**src/hw/rtl/kcd_pkg.sv**
```systemverilog
// kcd_pkg: shared types and constants for the key click / double / long detector
// used by every rtl file of the block, depends on nothing

package kcd_pkg;

  localparam int CNT_W  = 16;
  localparam int IDX_W  = 3;
  localparam int DATA_W = 16;

  localparam logic [CNT_W-1:0] CNT_MAX = {CNT_W{1'b1}};

  // register indexes on the config port
  localparam logic [IDX_W-1:0] REG_DEBOUNCE      = 3'd0;
  localparam logic [IDX_W-1:0] REG_LONG_PRESS    = 3'd1;
  localparam logic [IDX_W-1:0] REG_MIN_PRESS     = 3'd2;
  localparam logic [IDX_W-1:0] REG_GAP_OPEN      = 3'd3;
  localparam logic [IDX_W-1:0] REG_GAP_CLOSE     = 3'd4;
  localparam logic [IDX_W-1:0] REG_CLICK_TIMEOUT = 3'd5;

  // reset values of the registers
  localparam logic [7:0]  RST_DEBOUNCE      = 8'd5;
  localparam logic [15:0] RST_LONG_PRESS    = 16'd400;
  localparam logic [7:0]  RST_MIN_PRESS     = 8'd5;
  localparam logic [7:0]  RST_GAP_OPEN      = 8'd20;
  localparam logic [7:0]  RST_GAP_CLOSE     = 8'd70;
  localparam logic [7:0]  RST_CLICK_TIMEOUT = 8'd65;

  typedef enum logic [1:0] {
    EV_NONE   = 2'd0,
    EV_CLICK  = 2'd1,
    EV_DOUBLE = 2'd2,
    EV_LONG   = 2'd3
  } event_t;

  typedef struct packed {
    logic [7:0]  debounce_ticks;
    logic [15:0] long_press_ticks;
    logic [7:0]  min_press_ticks;
    logic [7:0]  gap_open_ticks;
    logic [7:0]  gap_close_ticks;
    logic [7:0]  click_timeout_ticks;
  } cfg_t;

endpackage

```
**src/hw/rtl/key_click_double_long_detector_core.sv**
```systemverilog
// key_click_double_long_detector_core: top level of the key event detector
// depends on kcd_pkg, kcd_cfg_regs, kcd_engine, kcd_out_buf
//
// output: an accepted tick's event is registered into the output register, or into the skid entry when that is held
// throughput: one tick per cycle while in_stall is low
// reset: rst (sync, active high) returns to idle, counter 0, thresholds to defaults

module key_click_double_long_detector_core (
  input  logic                       clk,
  input  logic                       rst,
  // tick input channel
  input  logic                       in_valid,
  output logic                       in_stall,
  input  logic                       key_pressed,
  // event output channel
  output logic                       out_valid,
  input  logic                       out_stall,
  output logic [1:0]                 event_res,
  // config write channel
  input  logic                       cfg_valid,
  output logic                       cfg_ready,
  input  logic [kcd_pkg::IDX_W-1:0]  cfg_index,
  input  logic [kcd_pkg::DATA_W-1:0] cfg_data
);

  kcd_pkg::cfg_t   cfg;
  kcd_pkg::event_t ev;
  logic            tick_accept;
  logic            buf_full;

  // the skid stage holds one extra event, so the input only stalls when
  // both the output register and the skid entry are occupied
  assign in_stall    = buf_full;
  assign tick_accept = in_valid && !in_stall;

  kcd_cfg_regs u_cfg (
    .clk       (clk),
    .rst       (rst),
    .cfg_valid (cfg_valid),
    .cfg_ready (cfg_ready),
    .cfg_index (cfg_index),
    .cfg_data  (cfg_data),
    .cfg       (cfg)
  );

  // step machine advances once per accepted tick transfer
  kcd_engine u_engine (
    .clk         (clk),
    .rst         (rst),
    .tick_accept (tick_accept),
    .key_pressed (key_pressed),
    .cfg         (cfg),
    .ev          (ev)
  );

  // every tick yields exactly one event, none included
  kcd_out_buf u_out (
    .clk       (clk),
    .rst       (rst),
    .push      (tick_accept),
    .push_ev   (ev),
    .full      (buf_full),
    .out_valid (out_valid),
    .out_stall (out_stall),
    .event_res (event_res)
  );

endmodule

```
**src/hw/rtl/kcd_cfg_regs.sv**
```systemverilog
// kcd_cfg_regs: threshold registers written over the config port
// depends on kcd_pkg

module kcd_cfg_regs (
  input  logic                       clk,
  input  logic                       rst,
  input  logic                       cfg_valid,
  output logic                       cfg_ready,
  input  logic [kcd_pkg::IDX_W-1:0]  cfg_index,
  input  logic [kcd_pkg::DATA_W-1:0] cfg_data,
  output kcd_pkg::cfg_t              cfg
);

  // writes never wait
  assign cfg_ready = 1'b1;

  always_ff @(posedge clk) begin
    if (rst) begin
      cfg.debounce_ticks      <= kcd_pkg::RST_DEBOUNCE;
      cfg.long_press_ticks    <= kcd_pkg::RST_LONG_PRESS;
      cfg.min_press_ticks     <= kcd_pkg::RST_MIN_PRESS;
      cfg.gap_open_ticks      <= kcd_pkg::RST_GAP_OPEN;
      cfg.gap_close_ticks     <= kcd_pkg::RST_GAP_CLOSE;
      cfg.click_timeout_ticks <= kcd_pkg::RST_CLICK_TIMEOUT;
    end else if (cfg_valid && cfg_ready) begin
      unique case (cfg_index)
        kcd_pkg::REG_DEBOUNCE:      cfg.debounce_ticks      <= cfg_data[7:0];
        kcd_pkg::REG_LONG_PRESS:    cfg.long_press_ticks    <= cfg_data[15:0];
        kcd_pkg::REG_MIN_PRESS:     cfg.min_press_ticks     <= cfg_data[7:0];
        kcd_pkg::REG_GAP_OPEN:      cfg.gap_open_ticks      <= cfg_data[7:0];
        kcd_pkg::REG_GAP_CLOSE:     cfg.gap_close_ticks     <= cfg_data[7:0];
        kcd_pkg::REG_CLICK_TIMEOUT: cfg.click_timeout_ticks <= cfg_data[7:0];
        default: ; // index outside the register list is dropped
      endcase
    end
  end

endmodule

```
**src/hw/rtl/kcd_engine.sv**
```systemverilog
// kcd_engine: per-tick step machine and saturating tick counter
// depends on kcd_pkg

module kcd_engine (
  input  logic             clk,
  input  logic             rst,
  input  logic             tick_accept,
  input  logic             key_pressed,
  input  kcd_pkg::cfg_t    cfg,
  output kcd_pkg::event_t  ev
);

  typedef enum logic [2:0] {
    ST_IDLE     = 3'd0,
    ST_DEBOUNCE = 3'd1,
    ST_HOLD     = 3'd2,
    ST_CLASSIFY = 3'd3,
    ST_GAP      = 3'd4,
    ST_SECOND   = 3'd5
  } step_t;

  step_t                     step, step_next;
  logic [kcd_pkg::CNT_W-1:0] tick_count, tick_count_next;
  logic [kcd_pkg::CNT_W-1:0] cnt_inc;
  logic                      in_window;

  // saturating increment
  assign cnt_inc = (tick_count == kcd_pkg::CNT_MAX) ? tick_count
                                                    : tick_count + 16'd1;

  assign in_window = (cnt_inc > {8'd0, cfg.gap_open_ticks}) &&
                     (cnt_inc < {8'd0, cfg.gap_close_ticks});

  always_comb begin
    step_next       = step;
    tick_count_next = tick_count;
    ev              = kcd_pkg::EV_NONE;
    unique case (step)
      ST_IDLE: begin
        if (key_pressed) step_next = ST_DEBOUNCE;
      end
      ST_DEBOUNCE: begin
        tick_count_next = cnt_inc;
        if (cnt_inc >= {8'd0, cfg.debounce_ticks}) begin
          tick_count_next = '0;
          step_next       = key_pressed ? ST_HOLD : ST_IDLE;
        end
      end
      ST_HOLD: begin
        if (key_pressed) tick_count_next = cnt_inc;
        else             step_next       = ST_CLASSIFY;
      end
      ST_CLASSIFY: begin
        // long test first, whatever the thresholds
        tick_count_next = '0;
        if (tick_count > cfg.long_press_ticks) begin
          step_next = ST_IDLE;
          ev        = kcd_pkg::EV_LONG;
        end else if (tick_count > {8'd0, cfg.min_press_ticks}) begin
          step_next = ST_GAP;
        end else begin
          step_next = ST_IDLE;
        end
      end
      ST_GAP: begin
        tick_count_next = cnt_inc;
        if (in_window) begin
          if (key_pressed) begin
            step_next       = ST_SECOND;
            tick_count_next = '0;
          end else if (cnt_inc > {8'd0, cfg.click_timeout_ticks}) begin
            step_next       = ST_IDLE;
            tick_count_next = '0;
            ev              = kcd_pkg::EV_CLICK;
          end
        end
      end
      ST_SECOND: begin
        if (key_pressed) begin
          tick_count_next = cnt_inc;
        end else begin
          step_next       = ST_IDLE;
          tick_count_next = '0;
          ev              = kcd_pkg::EV_DOUBLE;
        end
      end
      default: begin
        step_next       = ST_IDLE;
        tick_count_next = '0;
      end
    endcase
  end

  always_ff @(posedge clk) begin
    if (rst) begin
      step       <= ST_IDLE;
      tick_count <= '0;
    end else if (tick_accept) begin
      step       <= step_next;
      tick_count <= tick_count_next;
    end
  end

  a_event_returns_idle: assert property (@(posedge clk) disable iff (rst)
    (tick_accept && ev != kcd_pkg::EV_NONE) |=> (step == ST_IDLE && tick_count == '0))
    else $error("event did not return machine to idle");

  a_long_from_classify: assert property (@(posedge clk) disable iff (rst)
    (tick_accept && ev == kcd_pkg::EV_LONG) |-> (step == ST_CLASSIFY))
    else $error("long press outside classify step");

  a_hold_without_tick: assert property (@(posedge clk) disable iff (rst)
    !tick_accept |=> ($stable(step) && $stable(tick_count)))
    else $error("state moved without a tick");

endmodule

```
**src/hw/rtl/kcd_out_buf.sv**
```systemverilog
// kcd_out_buf: output register plus skid stage for the event channel
// depends on kcd_pkg

module kcd_out_buf (
  input  logic            clk,
  input  logic            rst,
  input  logic            push,
  input  kcd_pkg::event_t push_ev,
  output logic            full,
  output logic            out_valid,
  input  logic            out_stall,
  output logic [1:0]      event_res
);

  logic            skid_valid;
  kcd_pkg::event_t skid_ev;
  kcd_pkg::event_t out_ev;
  logic            pop;

  assign full      = skid_valid;
  assign pop       = out_valid && !out_stall;
  assign event_res = out_ev;

  always_ff @(posedge clk) begin
    if (rst) begin
      out_valid  <= 1'b0;
      skid_valid <= 1'b0;
    end else if (pop) begin
      if (skid_valid) begin
        out_ev     <= skid_ev;
        skid_valid <= 1'b0;
      end else begin
        out_valid <= push;
        out_ev    <= push_ev;
      end
    end else if (push) begin
      if (!out_valid) begin
        out_valid <= 1'b1;
        out_ev    <= push_ev;
      end else begin
        skid_valid <= 1'b1;
        skid_ev    <= push_ev;
      end
    end
  end

  a_skid_behind_out: assert property (@(posedge clk) disable iff (rst)
    skid_valid |-> out_valid)
    else $error("skid entry held with output register empty");

endmodule
```
**config.mk**
```make
export PLATFORM = sky130hd
export DESIGN_NAME = key_click_double_long_detector_core
export DESIGN_NICKNAME = d
export VERILOG_FILES = /design/src/hw/rtl/kcd_pkg.sv /design/src/hw/rtl/key_click_double_long_detector_core.sv /design/src/hw/rtl/kcd_cfg_regs.sv /design/src/hw/rtl/kcd_engine.sv /design/src/hw/rtl/kcd_out_buf.sv
export SDC_FILE = /design/constraint.sdc
export NUM_CORES = 1
export LEC_CHECK = 0
export ABC_AREA = 0
export BUFFER_PORTS_ARGS = -buffer_cell sky130_fd_sc_hd__buf_2
export CORE_MARGIN = 4
export CORE_UTILIZATION = 50
export CTS_BUF_LIST = sky130_fd_sc_hd__clkbuf_4
export CTS_CLUSTER_SIZE = 30
export DETAILED_ROUTE_END_ITERATION = 6
export HOLD_SLACK_MARGIN = 0.1
export PLACE_DENSITY = 0.76
export SLEW_MARGIN = 0
export SYNTH_ARGS = -nofsm -noshare
export SYNTH_HDL_FRONTEND = slang
export SYNTH_SLANG_ARGS = --single-unit
```
**constraint.sdc**
```tcl
create_clock -name clk -period 3.9 [get_ports clk]
set_input_delay 0.78 -clock clk [delete_from_list [all_inputs] [get_ports clk]]
set_output_delay 0.78 -clock clk [all_outputs]
set_load 0.02 [all_outputs]
```
# Word-level counts from Yosys, hierarchy flattened

Cells that the tools add are included.

Bits in registers: 81
Logic and storage cells: 95
Bits of input ports: 25
Output and inout bits: 5

Muxes and demuxes: 32
Bitwise logic cells: 3
Reductions and logical operators: 21
Magnitude comparators: 6
Add/subtract/negate cells: 1
Equality and inequality tests: 20

Operator list:

| kind                  | count |
|---|---|
| $mux 16               | 7 |
| $pmux 16 s5           | 1 |
| $gt 16x8->1           | 3 |
| $mux 3                | 9 |
| $mux 2                | 9 |
| $pmux 3 s6            | 1 |
| $add 16x1->16 const B | 1 |
| $eq 16x16->1 const B  | 1 |
| $ge 16x8->1           | 1 |
| $gt 16x16->1          | 1 |
| $lt 16x8->1           | 1 |
| $reduce_and 2->1      | 8 |
| $eq 3x2->1 const B    | 4 |
| $eq 3x3->1 const B    | 4 |
| $ne 2x2->1 const B    | 6 |
| $reduce_and 7->1      | 1 |
| $eq 3x1->1 const B    | 2 |
| $logic_not 3->1       | 2 |
| $pmux 2 s3            | 1 |
| $reduce_and 3->1      | 2 |
| $mux 1                | 4 |
| $ne 2x1->1 const B    | 2 |
| $reduce_and 4->1      | 1 |
| $logic_and 1x1->1     | 3 |
| other kinds (5)       | 8 |

# Depth between registers and ports, before layout

Gate-level depths: netlist of run 1.

Depth in word-level cells: 10
Mapped depth: 17
Mapped depth without buffers: 15

# Hierarchy

A second synthesis of run 1 with hierarchy kept.

Cells, all modules: 622
Area, all modules: 5413.9 µm²

Modules (own cells, without submodules):

| module                              | cells an instance | area each (µm²) | instances | seq. area each (µm²) |
|---|---|---|---|---|
| kcd_engine                          | 389               | 2872.8          | 1         | 380.4 |
| kcd_cfg_regs                        | 214               | 2279.7          | 1         | 1121.1 |
| kcd_out_buf                         | 18                | 247.7           | 1         | 160.2 |
| key_click_double_long_detector_core | 1                 | 13.8            | 1         | 0.0 |

# Least setup slack after synthesis of run 1

OpenSTA, ideal clock, no wires.

Path kind: register to register
Start: reg u_engine.tick_count[1] (netlist bit)
End: reg u_engine.tick_count[10] (netlist bit)
Library setup time: 100 ps
Slack: -67 ps
Stages on the path, launching flop included: 16
Path buffers: 1
Arrival: 3868 ps
Period minus slack after synthesis: 3967 ps
Data required time: 3800 ps
Path through: dfxtp_1 -> ha_1 -> nand3_4 -> nor4_4 -> nor2_1 -> and4_1 -> xor2_1 -> ha_1 -> and3_1 -> a221oi_1 -> o2bb2ai_2 -> a22oi_1 -> or4b_1 -> buf_2 -> o211a_4 -> a2111oi_4

Cells in the longest elaborated chain, start to end: 7
Elaborated cells on any way between the ends: 15
Those cells by class: add/sub (1); order compare (4); eq/ne (1); mux (8); reduce/logical (1)

Ends and longest elaborated chain:

| what                                          | line                               | text |
|---|---|---|
| start: declaration                            | kcd_engine.sv:23                   | `logic [kcd_pkg::CNT_W-1:0] tick_count, tick_count_next;` |
| start signal: assignment                      | kcd_engine.sv:100                  | `tick_count <= tick_count_next;` |
| $add 16x1->16 or $eq 16x16->1 (tied branches) | kcd_engine.sv:29, kcd_engine.sv:28 |  |
| $mux 16 (*)                                   | kcd_engine.sv:28                   | `assign cnt_inc = (tick_count == kcd_pkg::CNT_MAX) ? tick_count` |
| $gt 16x8->1                                   | kcd_engine.sv:71                   | `end else if (cnt_inc > {8'd0, cfg.click_timeout_ticks}) begin` |
| $mux 16                                       | kcd_engine.sv:71                   |  |
| $mux 16                                       | kcd_engine.sv:68                   | `if (key_pressed) begin` |
| $mux 16                                       | kcd_engine.sv:67                   | `if (in_window) begin` |
| $pmux 16 s5 (*)                               | kcd_engine.sv:38                   | `unique case (step)` |

Every way passes the cells marked *; elsewhere a longest branch is shown, timed or not. The select of a mux whose other input is x is not followed.
A chain may end at the register's enable or synchronous reset.

# Worst setup path after layout of run 1

Start: reg u_engine.tick_count[0] (netlist bit)
End: reg u_engine.tick_count[10] (netlist bit)

The elaborated chain is that of the path after synthesis.

==> summary.txt, run 1 <==
STA
  • Post-Route Skew: 0.0155 ns
  • Fin. Hold Viols: 0
  • Setup-failing EPs final: 0
  • Final min period: 3.77 ns
  • Final worst slack: 0.134 ns
  • RSZ-0062 raised after global routing: false
  • Period utilization: 0.966
  • Fmax: 0.266 GHz
  • Max_slew headroom: 0.187
  • Worst Max-Slew Pin Slew: 1.21 ns
  • Fin. max-slew vios: 0

Hold path
  • Tightest Hold Check Type: reg2reg

Synth
  • Synth warn: 0
  • Post-synth top area share: 0.305
  • Syn nets: 708
  • Synth top area cells: dfxtp_1, ha_1, nand2_1, a21oi_1, inv_1
  • Syn Inst Count: 630
  • Most common flop cell mapped by yosys: dfxtp_1
  • Mapped Area: 0.00505 mm^2
  • Number of flops mapped to enable cells by yosys: 4
  • Area leader, netlist: dfxtp_1
  • Ys async rst share: 0
  • Register area share after synthesis: 0.329
  • Flops & latches, synth: 81
  • Cell variety after synth: 64
  • Syn Area/Cell: 8.02 um^2

Die
  • Die Width: 108 um
  • Io pins: 30
  • Die Area: 0.0118 mm^2
  • Core Rows: 36
  • Starting Density: 0.514
  • Total core area: 0.00982 mm^2
  • Die Height: 108 um

Flow run
  • Max Cap Viol: 0

GRT
  • Total global-route track usage: 0.237
  • Pin count of the biggest net entering global routing: 56
  • Antenna violations before repair: 0
  • Global-route wire length before repair: 22.1 mm
  • Vias in the first global route: 4532
  • GRT overflow: 0

Drt
  • Via-to-Cell Ratio: 5.68
  • # DRC: 0
  • ANT nets after route: 0
  • DRT iter0 DRCs: 369
  • Vias: 4655
  • Pre-antenna DRT Iters: 6
  • Final wirelength: 13.4 mm
  • WL/cell: 16.3 um

Setup path
  • R2r endpoint: u_engine.tick_count[10]
  • Family with the most delay on the worst path: simple AND/OR/NAND/NOR gates
  • Worst path required time: 4.26 ns
  • Worst Setup Start Kind: flop
  • Critical path launch point: u_engine.tick_count[0]
  • FF-to-FF Start: u_engine.tick_count[0]
  • Most frequent CP cell: and3_1
  • Slowest CP cell: or4b_4
  • Last element of the critical path: u_engine.tick_count[10]
  • R2r setup slk: 0.13 ns
  • FF-to-FF path depth: 15
  • Worst-path cell chain: ha_2 > nand3_4 > nor4_4 > nor2_2 > and4_4 > xor2_4 > ha_4 > and3_1 > and3_1 > nand3_1 > o2bb2ai_2 > a22oi_1 > or4b_4 > o211a_4 > a2111oi_4
  • CP Max Fanout: 8
  • Max incr delay on CP: 0.58 ns
  • Critical path endpoint category: flop
  • Critical Path Stages: 15
  • Critical Path AT: 4.13 ns
  • Worst Path Buf+Inv: 0
  • Critical path type: reg2reg

Outcome
  • Status: finished, final reports clean

Layout
  • Final #Nets: 759
  • Area grow syn2layout: 13.1%
  • Final instance area: 0.00571 mm^2
  • Sequential Area: 0.00166 mm^2
  • Antenna cells: 0
  • Share of layout cells above drive strength 1: 0.165
  • Fin util: 0.581
  • Area occupied by multi-input gates: 0.00312 mm^2
  • Fillers: 954

Power and ir drop
  • Power Dens Cells: 276 mW/mm^2
  • Power Internal: 1080 uW
  • Flop pwr share: 0.554
  • Switching power: 492 uW
  • Clock power share: 0.286
  • Combinational share of power: 0.159
  • Leakage: 0.00236 uW
  • Sw Share: 0.312
  • VDD IR max: 0.000175 V

Place
  • Detailed placement HPWL: 9.63 mm
  • Pre-CTS setup slack: -0.114 ns
  • PortBufs: 28
  • Gpl congestion: 0.925
  • Dpl cell area: 0.00550 mm^2

CTS
  • CTS Buf Count: 9
  • Worst skew pair latency: 0.45 ns
  • CTS Hold Buffers Added: 0
  • Max Buffers Root-to-Sink: 2
  • Htree depth: 3
  • TritonCTS clock tree: yes
  • # clock sinks: 81
  • Worst-path clk slew: 0.14 ns
  • Root Buffer: clkbuf_4
## cell families after synthesis
logic type,synth area share
AO/OA/AOI/OAI,0.202
adder cells (fa/ha/maj),0.131
flip-flops,0.329
other,0.000743
buffers and inverters,0.0671
AND/OR/NAND/NOR,0.232
XOR/XNOR,0.0287
multiplexers,0.00842
## repair_timing
item / CTS / global route
setup buffers: 0 / 4
endpoints found under the setup margin: 17 / 18
gates resized for setup: 3 / 11
hold endpoints to repair: 0 / 0
pin swaps: 0 / 4
## tightest hold or removal path: stages, from the launching register on
cell and delay [ns]:
dfxtp_1 0.33, nand2_1 0.05, a21oi_1 0.05
## placed cells by master, fill, tap and decap left out, drive strengths merged, types with 3 or more instances in the layout
cell type  instances
a2111oi            4
a211oi             9
a21o              10
a21oi             63
a31oi              3
a32o               8
and3               7
buf               64
clkbuf            10
clkinvlp           4
dfxtp             77
edfxtp             4
ha                53
inv               62
nand2            111
nand2b             7
nand3             13
nand4             17
nor2              49
nor2b              9
nor3               8
nor4               8
o211ai            13
o21a               3
o21ai             16
or3                6
xnor2              9
xor2               5
## cells in the mapped netlist, drive strengths merged, types with 3 or more instances
cell type / count
o21ai: 16
nor4: 8
nor3: 8
a31oi: 3
nor2b: 9
nand2: 111
or3: 6
edfxtp: 4
clkbuf: 15
a21o: 10
nand2b: 7
xor2: 5
a32o: 8
o211ai: 13
dfxtp: 77
a21oi: 63
xnor2: 9
a211oi: 9
and3: 7
o21a: 3
nor2: 49
a2111oi: 4
buf: 9
nand3: 13
nand4: 17
ha: 53
inv: 61
## layout make-up
| cell class | instances | area share |
|---|---|---|
| multi-input cells | 463 | 0.546 |
| flip-flops and latches | 81 | 0.291 |
| repair buffers | 64 | 0.0719 |
| inverters | 62 | 0.0408 |
| well taps | 133 | 0.0291 |
| clock buffers | 10 | 0.0131 |
| clock inverters | 6 | 0.00767 |
## flip-flops by register name (all words and copies together), names as in the netlist
signal and cells:
u_out.skid_ev 2, u_out.out_valid 1, u_cfg.cfg 56, u_engine.step 3, u_engine.tick_count 16, u_out.event_res 2, u_out.full 1
## how the worst min path moves through the flow
stage | startpoint | endpoint | slack [ns] | depth (start not counted)
6_report | u_cfg.cfg[37] | u_cfg.cfg[37] | 0.46 | 2
5_1_grt | u_cfg.cfg[31] | u_cfg.cfg[31] | 0.49 | 2
4_1_cts | u_cfg.cfg[29] | u_cfg.cfg[29] | 0.47 | 2
3_5_place_dp | u_cfg.cfg[29] | u_cfg.cfg[29] | 0.45 | 2
3_3_place_gp | u_cfg.cfg[31] | u_cfg.cfg[31] | 0.44 | 2
2_1_floorplan | u_cfg.cfg[11] | u_cfg.cfg[11] | 0.44 | 2
## power by group through the flow
stage               Combinational (uW)  Sequential (uW)  Clock, uW
finish                             251              874        452
global route                       278              877        488
CTS                                243              873        460
detailed placement                 239              891          0
global placement                   230              889          0
floorplan                          163              886          0
## routing by layer
metal | part of all wire | global-route usage | up-vias
li1 | - | - | 2309
met1 | 0.45 | 0.310 | 2168
met2 | 0.47 | 0.391 | 154
met3 | 0.059 | 0.0460 | 24
met4 | 0.021 | 0.0766 | 0
met5 | 0 | 0 | -
## per-stage QoR
step / total power, uW / instances / hold WS, ns / TNS, ns
2_1_floorplan: 1050 / 630 / 0.436 / 0
3_3_place_gp: 1120 / 799 / 0.443 / 0
3_5_place_dp: 1130 / 799 / 0.448 / -0.325
4_1_cts: 1580 / 815 / 0.466 / 0
5_1_grt: 1640 / 819 / 0.485 / 0
6_report: 1580 / 819 / 0.465 / 0
Power figures use the tool's default switching activity.
==> run 2: changes to the inputs <==
--- a/config.mk
+++ b/config.mk
@@ -13,7 +13,7 @@
 export CTS_CLUSTER_SIZE = 30
 export DETAILED_ROUTE_END_ITERATION = 6
 export HOLD_SLACK_MARGIN = 0.1
-export PLACE_DENSITY = 0.76
+export PLACE_DENSITY = 0.74
 export SLEW_MARGIN = 0
 export SYNTH_ARGS = -nofsm -noshare
 export SYNTH_HDL_FRONTEND = slang
==> constraint.sdc (replaced) <==
create_clock -name clk -period 3.61 [get_ports clk]
set_input_delay 0.722 -clock clk [delete_from_list [all_inputs] [get_ports clk]]
set_output_delay 0.722 -clock clk [all_outputs]
set_load 0.02 [all_outputs]
==> run 2 against run 1 <==
Compared with the run above:
- largest power group unchanged
- clock power rose by 68%
- sequential power rose by 8.1%
- core utilization rose by 2.4 points
- critical endpoint unchanged
- combinational power rose by 10%
- register-to-register slack got worse by 0.17 ns
- clock-buffer cell count rose by 1
- die area did not move
- non-clock buffer count rose by 7
- highest routed layer unchanged
- worst setup slack got worse by 0.17 ns
- cell area rose by 4.1%
- hold slack got worse by 0.00095 ns
- via count rose by 0.82%
- the run now ends with negative setup slack left
==> summary.txt, run 2 (synthesis results as in run 1) <==
Layout
  • Top reg by flops: u_cfg.cfg
  • Largest regs: u_cfg.cfg x56, u_engine.tick_count x16, u_engine.step x3
  • Most frequent cells in the layout: nand2_1, dfxtp_1, a21oi_1, inv_1, ha_1
  • Most common cell after layout, fill and taps aside: nand2_1
  • Largest register FFs: 56
  • Antenna cells: 0
  • Share of layout cells above drive strength 1: 0.186
  • Final #Nets: 766
  • Area grow syn2layout: 17.6%

STA
  • Final worst slack: -0.0400 ns
  • Fmax: 0.274 GHz
  • Fin Setup TNS: -0.189 ns
  • Worst Max-Slew Pin Slew: 0.823 ns
  • Setup-failing EPs final: 9
  • Post-Route Skew: 0.0131 ns
  • Max_slew headroom: 0.451
  • Fin. Hold Viols: 0
  • RSZ-0062 raised after global routing: true
  • Fin. max-slew vios: 0
  • Final min period: 3.65 ns
  • Period utilization: 1.01

Hold path
  • Tightest Hold Check Type: reg2reg

Setup path
  • Worst-path cell chain: ha_4 > nand3_4 > nor4_4 > nor2_2 > and4_1 > xor2_2 > ha_1 > and3_4 > a221oi_4 > o2bb2ai_4 > a22oi_2 > or4b_4 > o211a_4 > a2111oi_4
  • Critical path endpoint category: flop
  • Worst Setup Start Kind: flop
  • Worst path required time: 3.96 ns
  • Family with the most delay on the worst path: simple AND/OR/NAND/NOR gates
  • Critical path type: reg2reg
  • Max incr delay on CP: 0.52 ns
  • Slowest CP cell: or4b_4
  • CP Max Fanout: 8
  • Critical Path AT: 4.00 ns
  • Worst Path Buf+Inv: 0

CTS
  • Htree depth: 3
  • Worst-path clk slew: 0.14 ns
  • TritonCTS clock tree: yes
  • CTS Hold Buffers Added: 0
  • # clock sinks: 81
  • Root Buffer: clkbuf_4
  • Max Buffers Root-to-Sink: 2
  • Worst skew pair latency: 0.44 ns
  • CTS Buf Count: 9

Die
  • Die Height: 108 um
  • Core Rows: 36
  • Die Width: 108 um
  • Io pins: 30
  • Total core area: 0.00982 mm^2
  • Starting Density: 0.514
  • Die Area: 0.0118 mm^2

Drt
  • Vias: 4693
  • DRT iter0 DRCs: 271
  • # DRC: 0
  • WL/cell: 16.3 um
  • ANT nets after route: 0
  • Pre-antenna DRT Iters: 5
  • Via-to-Cell Ratio: 5.68
  • Final wirelength: 13.5 mm

Place
  • Detailed placement HPWL: 9.66 mm
  • Gpl congestion: 0.955
  • PortBufs: 28

Flow run
  • Max Cap Viol: 0

GRT
  • Global-route wire length before repair: 21.7 mm
  • GRT overflow: 0
  • Pin count of the biggest net entering global routing: 56
  • Vias in the first global route: 4479
  • Total global-route track usage: 0.235
  • Antenna violations before repair: 0

Power and ir drop
  • Leakage: 0.00245 uW
  • Power Internal: 1460 uW
  • Power Dens Cells: 334 mW/mm^2
  • Total power: 1980 uW
  • VDD IR max: 0.000263 V
  • Combinational share of power: 0.139
  • Switching power: 517 uW
  • Clock power share: 0.384
  • Sw Share: 0.261
  • Flop pwr share: 0.477

Outcome
  • Violated checks: negative setup slack
  • Status: finished with violations
==> run 2: changes by cell type in the layout (fill, tap and decap cells not counted), sizes merged <==
cell / before / now
clkbuf: 10 / 11
inv: 62 / 61
buf: 64 / 71
bufinv: 0 / 4
clkinvlp: 4 / 0
==> run 2: worst paths after layout <==
path	from	endpoint	slack [ns]	cells past startpoint
worst min-delay path	u_cfg.cfg[41]	u_cfg.cfg[41]	0.46	2
worst max register to register	u_engine.tick_count[1]	u_engine.tick_count[10]	-0.04	14
worst min register to register	u_cfg.cfg[41]	u_cfg.cfg[41]	0.46	2
worst max-delay path	u_engine.tick_count[1]	u_engine.tick_count[10]	-0.04	14
==> run 2: tightest hold or removal path: stages, from the launching register on <==
cell and delay (ns):
dfxtp_1 0.33, nand2_1 0.05, a21oi_1 0.05
==> run 2: routing by layer <==
layer / global-route usage / wire length (um) / vias up
li1: - / - / 2324
met1: 0.311 / 6120 / 2189
met2: 0.386 / 6260 / 146
met3: 0.0376 / 716 / 34
met4: 0.0839 / 390 / 0
met5: 0 / 0 / -
==> run 2: what timing repair did <==
item | CTS | global route
endpoints found under the setup margin | 9 | 20
gates resized for setup | 5 | 15
endpoints found under the hold margin | 0 | 0
pin swaps | 2 | 19
setup buffers | 2 | 4
==> run 2: power by group through the flow <==
stage	clock network [uW]	logic [uW]	registers, uW
floorplan	0	176	958
global placement	0	251	962
detailed placement	0	258	963
CTS	776	264	944
global route	806	305	949
finish	761	276	945
==> run 2: layout make-up <==
class / instances / area, um^2
clock buffer: 11 / 82.6
clock inverter: 5 / 129
fill: 903 / 3880
inverter: 62 / 233
multi-input combinational: 463 / 3190
sequential: 81 / 1670
tap: 133 / 166
timing repair buffer: 71 / 467
==> run 2: through the flow <==
| stage | instances | util | setup slack [ns] | hold slack [ns] | instance area (um^2) |
|---|---|---|---|---|---|
| floorplan | 630 | - | 0.0157 | 0.436 | 5090 |
| global placement | 804 | 0.567 | 0.107 | 0.443 | 5570 |
| detailed placement | 804 | 0.567 | -0.0184 | 0.447 | 5570 |
| CTS | 822 | 0.593 | 0.00976 | 0.465 | 5820 |
| global route | 826 | 0.605 | -0.174 | 0.477 | 5940 |
| finish | 826 | 0.605 | -0.0400 | 0.464 | 5940 |
==> run 3: changes to the inputs <==
--- a/config.mk
+++ b/config.mk
@@ -5,7 +5,7 @@
 export SDC_FILE = /design/constraint.sdc
 export NUM_CORES = 1
 export LEC_CHECK = 0
-export ABC_AREA = 0
+export ABC_AREA = 1
 export BUFFER_PORTS_ARGS = -buffer_cell sky130_fd_sc_hd__buf_2
 export CORE_MARGIN = 4
 export CORE_UTILIZATION = 50
@@ -13,7 +13,7 @@
 export CTS_CLUSTER_SIZE = 30
 export DETAILED_ROUTE_END_ITERATION = 6
 export HOLD_SLACK_MARGIN = 0.1
-export PLACE_DENSITY = 0.74
+export PLACE_DENSITY = 0.73
 export SLEW_MARGIN = 0
 export SYNTH_ARGS = -nofsm -noshare
 export SYNTH_HDL_FRONTEND = slang
==> constraint.sdc (replaced) <==
create_clock -name clk -period 3.45 [get_ports clk]
set_input_delay 0.69 -clock clk [delete_from_list [all_inputs] [get_ports clk]]
set_output_delay 0.69 -clock clk [all_outputs]
set_load 0.05 [all_outputs]
==> run 3 against run 2 <==
Compared with the run above:
- the run now ends clean
- largest cell class unchanged
- clock skew up 0.0092 ns
- wire length up 1.2%
- clock power down 23%
==> summary.txt, run 3 <==
CTS
  • Htree depth: 3
  • CTS Buf Count: 9
  • Worst skew pair latency: 0.48 ns
  • TritonCTS clock tree: yes
  • # clock sinks: 81
  • CTS Hold Buffers Added: 0
  • Max Buffers Root-to-Sink: 2
  • Root Buffer: clkbuf_4
  • Worst-path clk slew: 0.15 ns

Drt
  • # DRC: 0
  • Final wirelength: 13.7 mm
  • Met2 routed WL: 6.50 mm
  • Top sig layer: met4
  • Vias: 5091
  • Met3 Wirelength: 1.00 mm
  • WL/cell: 14.6 um
  • ANT nets after route: 0
  • DRT iter0 DRCs: 313
  • Pre-antenna DRT Iters: 5
  • Met1 wire length: 5.78 mm
  • Via-to-Cell Ratio: 5.43

Layout
  • Antenna cells: 0
  • Sequential Area: 0.00168 mm^2
  • Share of layout cells above drive strength 1: 0.143
  • Largest regs: u_cfg.cfg x56, u_engine.tick_count x16, u_engine.step x3
  • Final instance area: 0.00576 mm^2
  • Number of standard cells in the final layout excluding fillers: 937
  • Top reg by flops: u_cfg.cfg
  • Area grow syn2layout: 11.8%
  • Fillers: 958
  • Most frequent cells in the layout: nand2_1, inv_1, a21oi_1, nor2_1, dfxtp_1
  • Final #Nets: 877
  • Area occupied by multi-input gates: 0.00298 mm^2
  • Most common cell after layout, fill and taps aside: nand2_1
  • Largest register FFs: 56
  • Fin util: 0.581

Setup path
  • Critical path type: reg2reg
  • Critical Path AT: 3.62 ns
  • CP Max Fanout: 8
  • Critical path endpoint category: flop
  • Worst path required time: 3.81 ns
  • Worst Setup Start Kind: flop

GRT
  • Vias in the first global route: 4799
  • Pin count of the biggest net entering global routing: 31
  • GRT overflow: 0
  • Global-route wire length before repair: 22.3 mm
  • Total global-route track usage: 0.238
  • Antenna violations before repair: 0

Synth
  • Flops & latches, synth: 81
  • Commonest cells in the synthesized netlist: nand2_1, inv_1, a21oi_1
  • Synth top area cells: dfxtp_1, ha_1, nand2_1, a21oi_1, inv_1
  • Post-synthesis compound-gate area fraction: 0.169
  • XOR/XNOR share of the synthesized area: 0.00510
  • Mapped Area: 0.00515 mm^2
  • Area leader, netlist: dfxtp_1
  • Ys async rst share: 0
  • Simple-Gate Fraction of Synth Area: 0.266
  • Adder-cell share of the synthesized area: 0.129
  • Syn Area/Cell: 6.83 um^2
  • Number of flops mapped to enable cells by yosys: 4
  • Syn Inst Count: 754
  • Post-synth top area share: 0.299
  • Most common flop cell mapped by yosys: dfxtp_1
  • Top-count cell post-synth: nand2_1
  • Register area share after synthesis: 0.323
  • Main combinational cell family by area after synthesis: simple AND/OR/NAND/NOR gates
  • Cell variety after synth: 36
  • Syn nets: 832
  • Synth warn: 0
  • Mux cell area share after synthesis: 0

Flow run
  • Max Cap Viol: 0

Outcome
  • Status: finished, final reports clean

Place
  • PortBufs: 28
  • Detailed placement HPWL: 10.2 mm
  • Dpl cell area: 0.00552 mm^2
  • Gpl congestion: 0.959
  • DP Cell Count: 917

STA
  • Fmax: 0.307 GHz
  • Setup-failing EPs final: 0
  • Period utilization: 0.945
  • Max_slew headroom: 0.567
  • Final min period: 3.26 ns
  • Fin. Hold Viols: 0
  • Worst Max-Slew Pin Slew: 0.648 ns
  • Fin. max-slew vios: 0
  • Smallest hold slack: 0.432 ns
  • Post-Route Skew: 0.0223 ns

Die
  • Total core area: 0.00991 mm^2
  • Die Area: 0.0120 mm^2
  • Starting Density: 0.520
  • Die Width: 109 um
  • Core Rows: 36
  • Io pins: 30
  • Die Height: 109 um

Hold path
  • Tightest Hold Check Type: in2reg

Power and ir drop
  • Power Dens Cells: 356 mW/mm^2
  • Leakage: 0.00269 uW
  • VDD IR max: 0.000231 V
-- run 3: cell count changes in the layout (fill, tap and decap cells not counted), moves of 13 or more --
cell     change
nand2_2     +13
nor2_1      +26
o21ai_0     +35
inv_1       +56
a21oi_1     +28
nand2_1     +40
nand3_1     +16
buf_4       -18
-- run 3: layout make-up --
type / count / share of cell area
clock buffers: 9 / 0.0117
clock inverters: 7 / 0.0150
inverters: 123 / 0.0802
multi-input cells: 532 / 0.517
flip-flops and latches: 81 / 0.291
well taps: 133 / 0.0289
repair buffers: 52 / 0.0557
-- run 3: worst paths after layout --
check | start | endpoint | slack (ns) | cells after the start
hold reg to reg | u_cfg.cfg[33] | u_cfg.cfg[33] | 0.47 | 2
hold / removal | cfg_data[8] | u_cfg.cfg[40] | 0.43 | 3
setup reg to reg | u_engine.tick_count[5] | u_engine.tick_count[3] | 0.19 | 23
setup / recovery | u_engine.tick_count[5] | u_engine.tick_count[3] | 0.19 | 23
-- run 3: worst max-delay path, stage by stage (launching register included) --
cell	delay, ns
dfxtp_4	0.42
nand2_1	0.15
nor2_2	0.18
nand2_2	0.11
nor2_4	0.16
nor2_1	0.06
nand2_1	0.09
nor2_2	0.05
xnor2_2	0.18
inv_2	0.10
ha_1	0.32
nand2_1	0.09
nor2_4	0.12
nand3_1	0.08
nor2_1	0.12
nand4_1	0.12
nand2_1	0.08
inv_1	0.06
nand3_2	0.08
nand2_1	0.08
nor2_4	0.20
nand2_4	0.15
nand2_1	0.09
a21oi_1	0.05
-- run 3: layer usage --
metal | up-vias | global-route usage
met5 | - | 0
met4 | 0 | 0.0935
met3 | 30 | 0.0470
met2 | 182 | 0.409
met1 | 2334 | 0.291
li1 | 2545 | -
-- run 3: per-stage QoR --
step	setup slack (ns)	TNS (ns)	power, uW
finish	0.191	0	2050
global route	-0.0365	-0.224	2150
CTS	0.0703	0	2020
detailed placement	0.0388	0	1440
global placement	0.243	0	1420
floorplan	0.330	0	1350
-- run 3: repair_timing --
item | in CTS | in global routing
hold endpoints to repair | 0 | 0
setup endpoints to repair | 7 | 21
setup buffers | 0 | 3
pin swaps | 0 | 4
gates cloned | 0 | 1
resized for setup | 4 | 15
-- run 3: kinds of logic (layout without fill, tap and decap cells) --
group,count (synthesis),count (layout)
xor+xnor,3,3
buf+inv,142,191
simple gates,311,312
fa+ha+maj,53,53
compound gates,163,163
other cells,1,1
flops,81,81
-- run 3: where the power goes --
part / leakage [uW] / internal (uW) / total [uW] / switching (uW)
combinational: 0.00194 / 131 / 459 / 327
clock: 0.0000809 / 176 / 589 / 413
sequential: 0.000666 / 980 / 1000 / 22.9
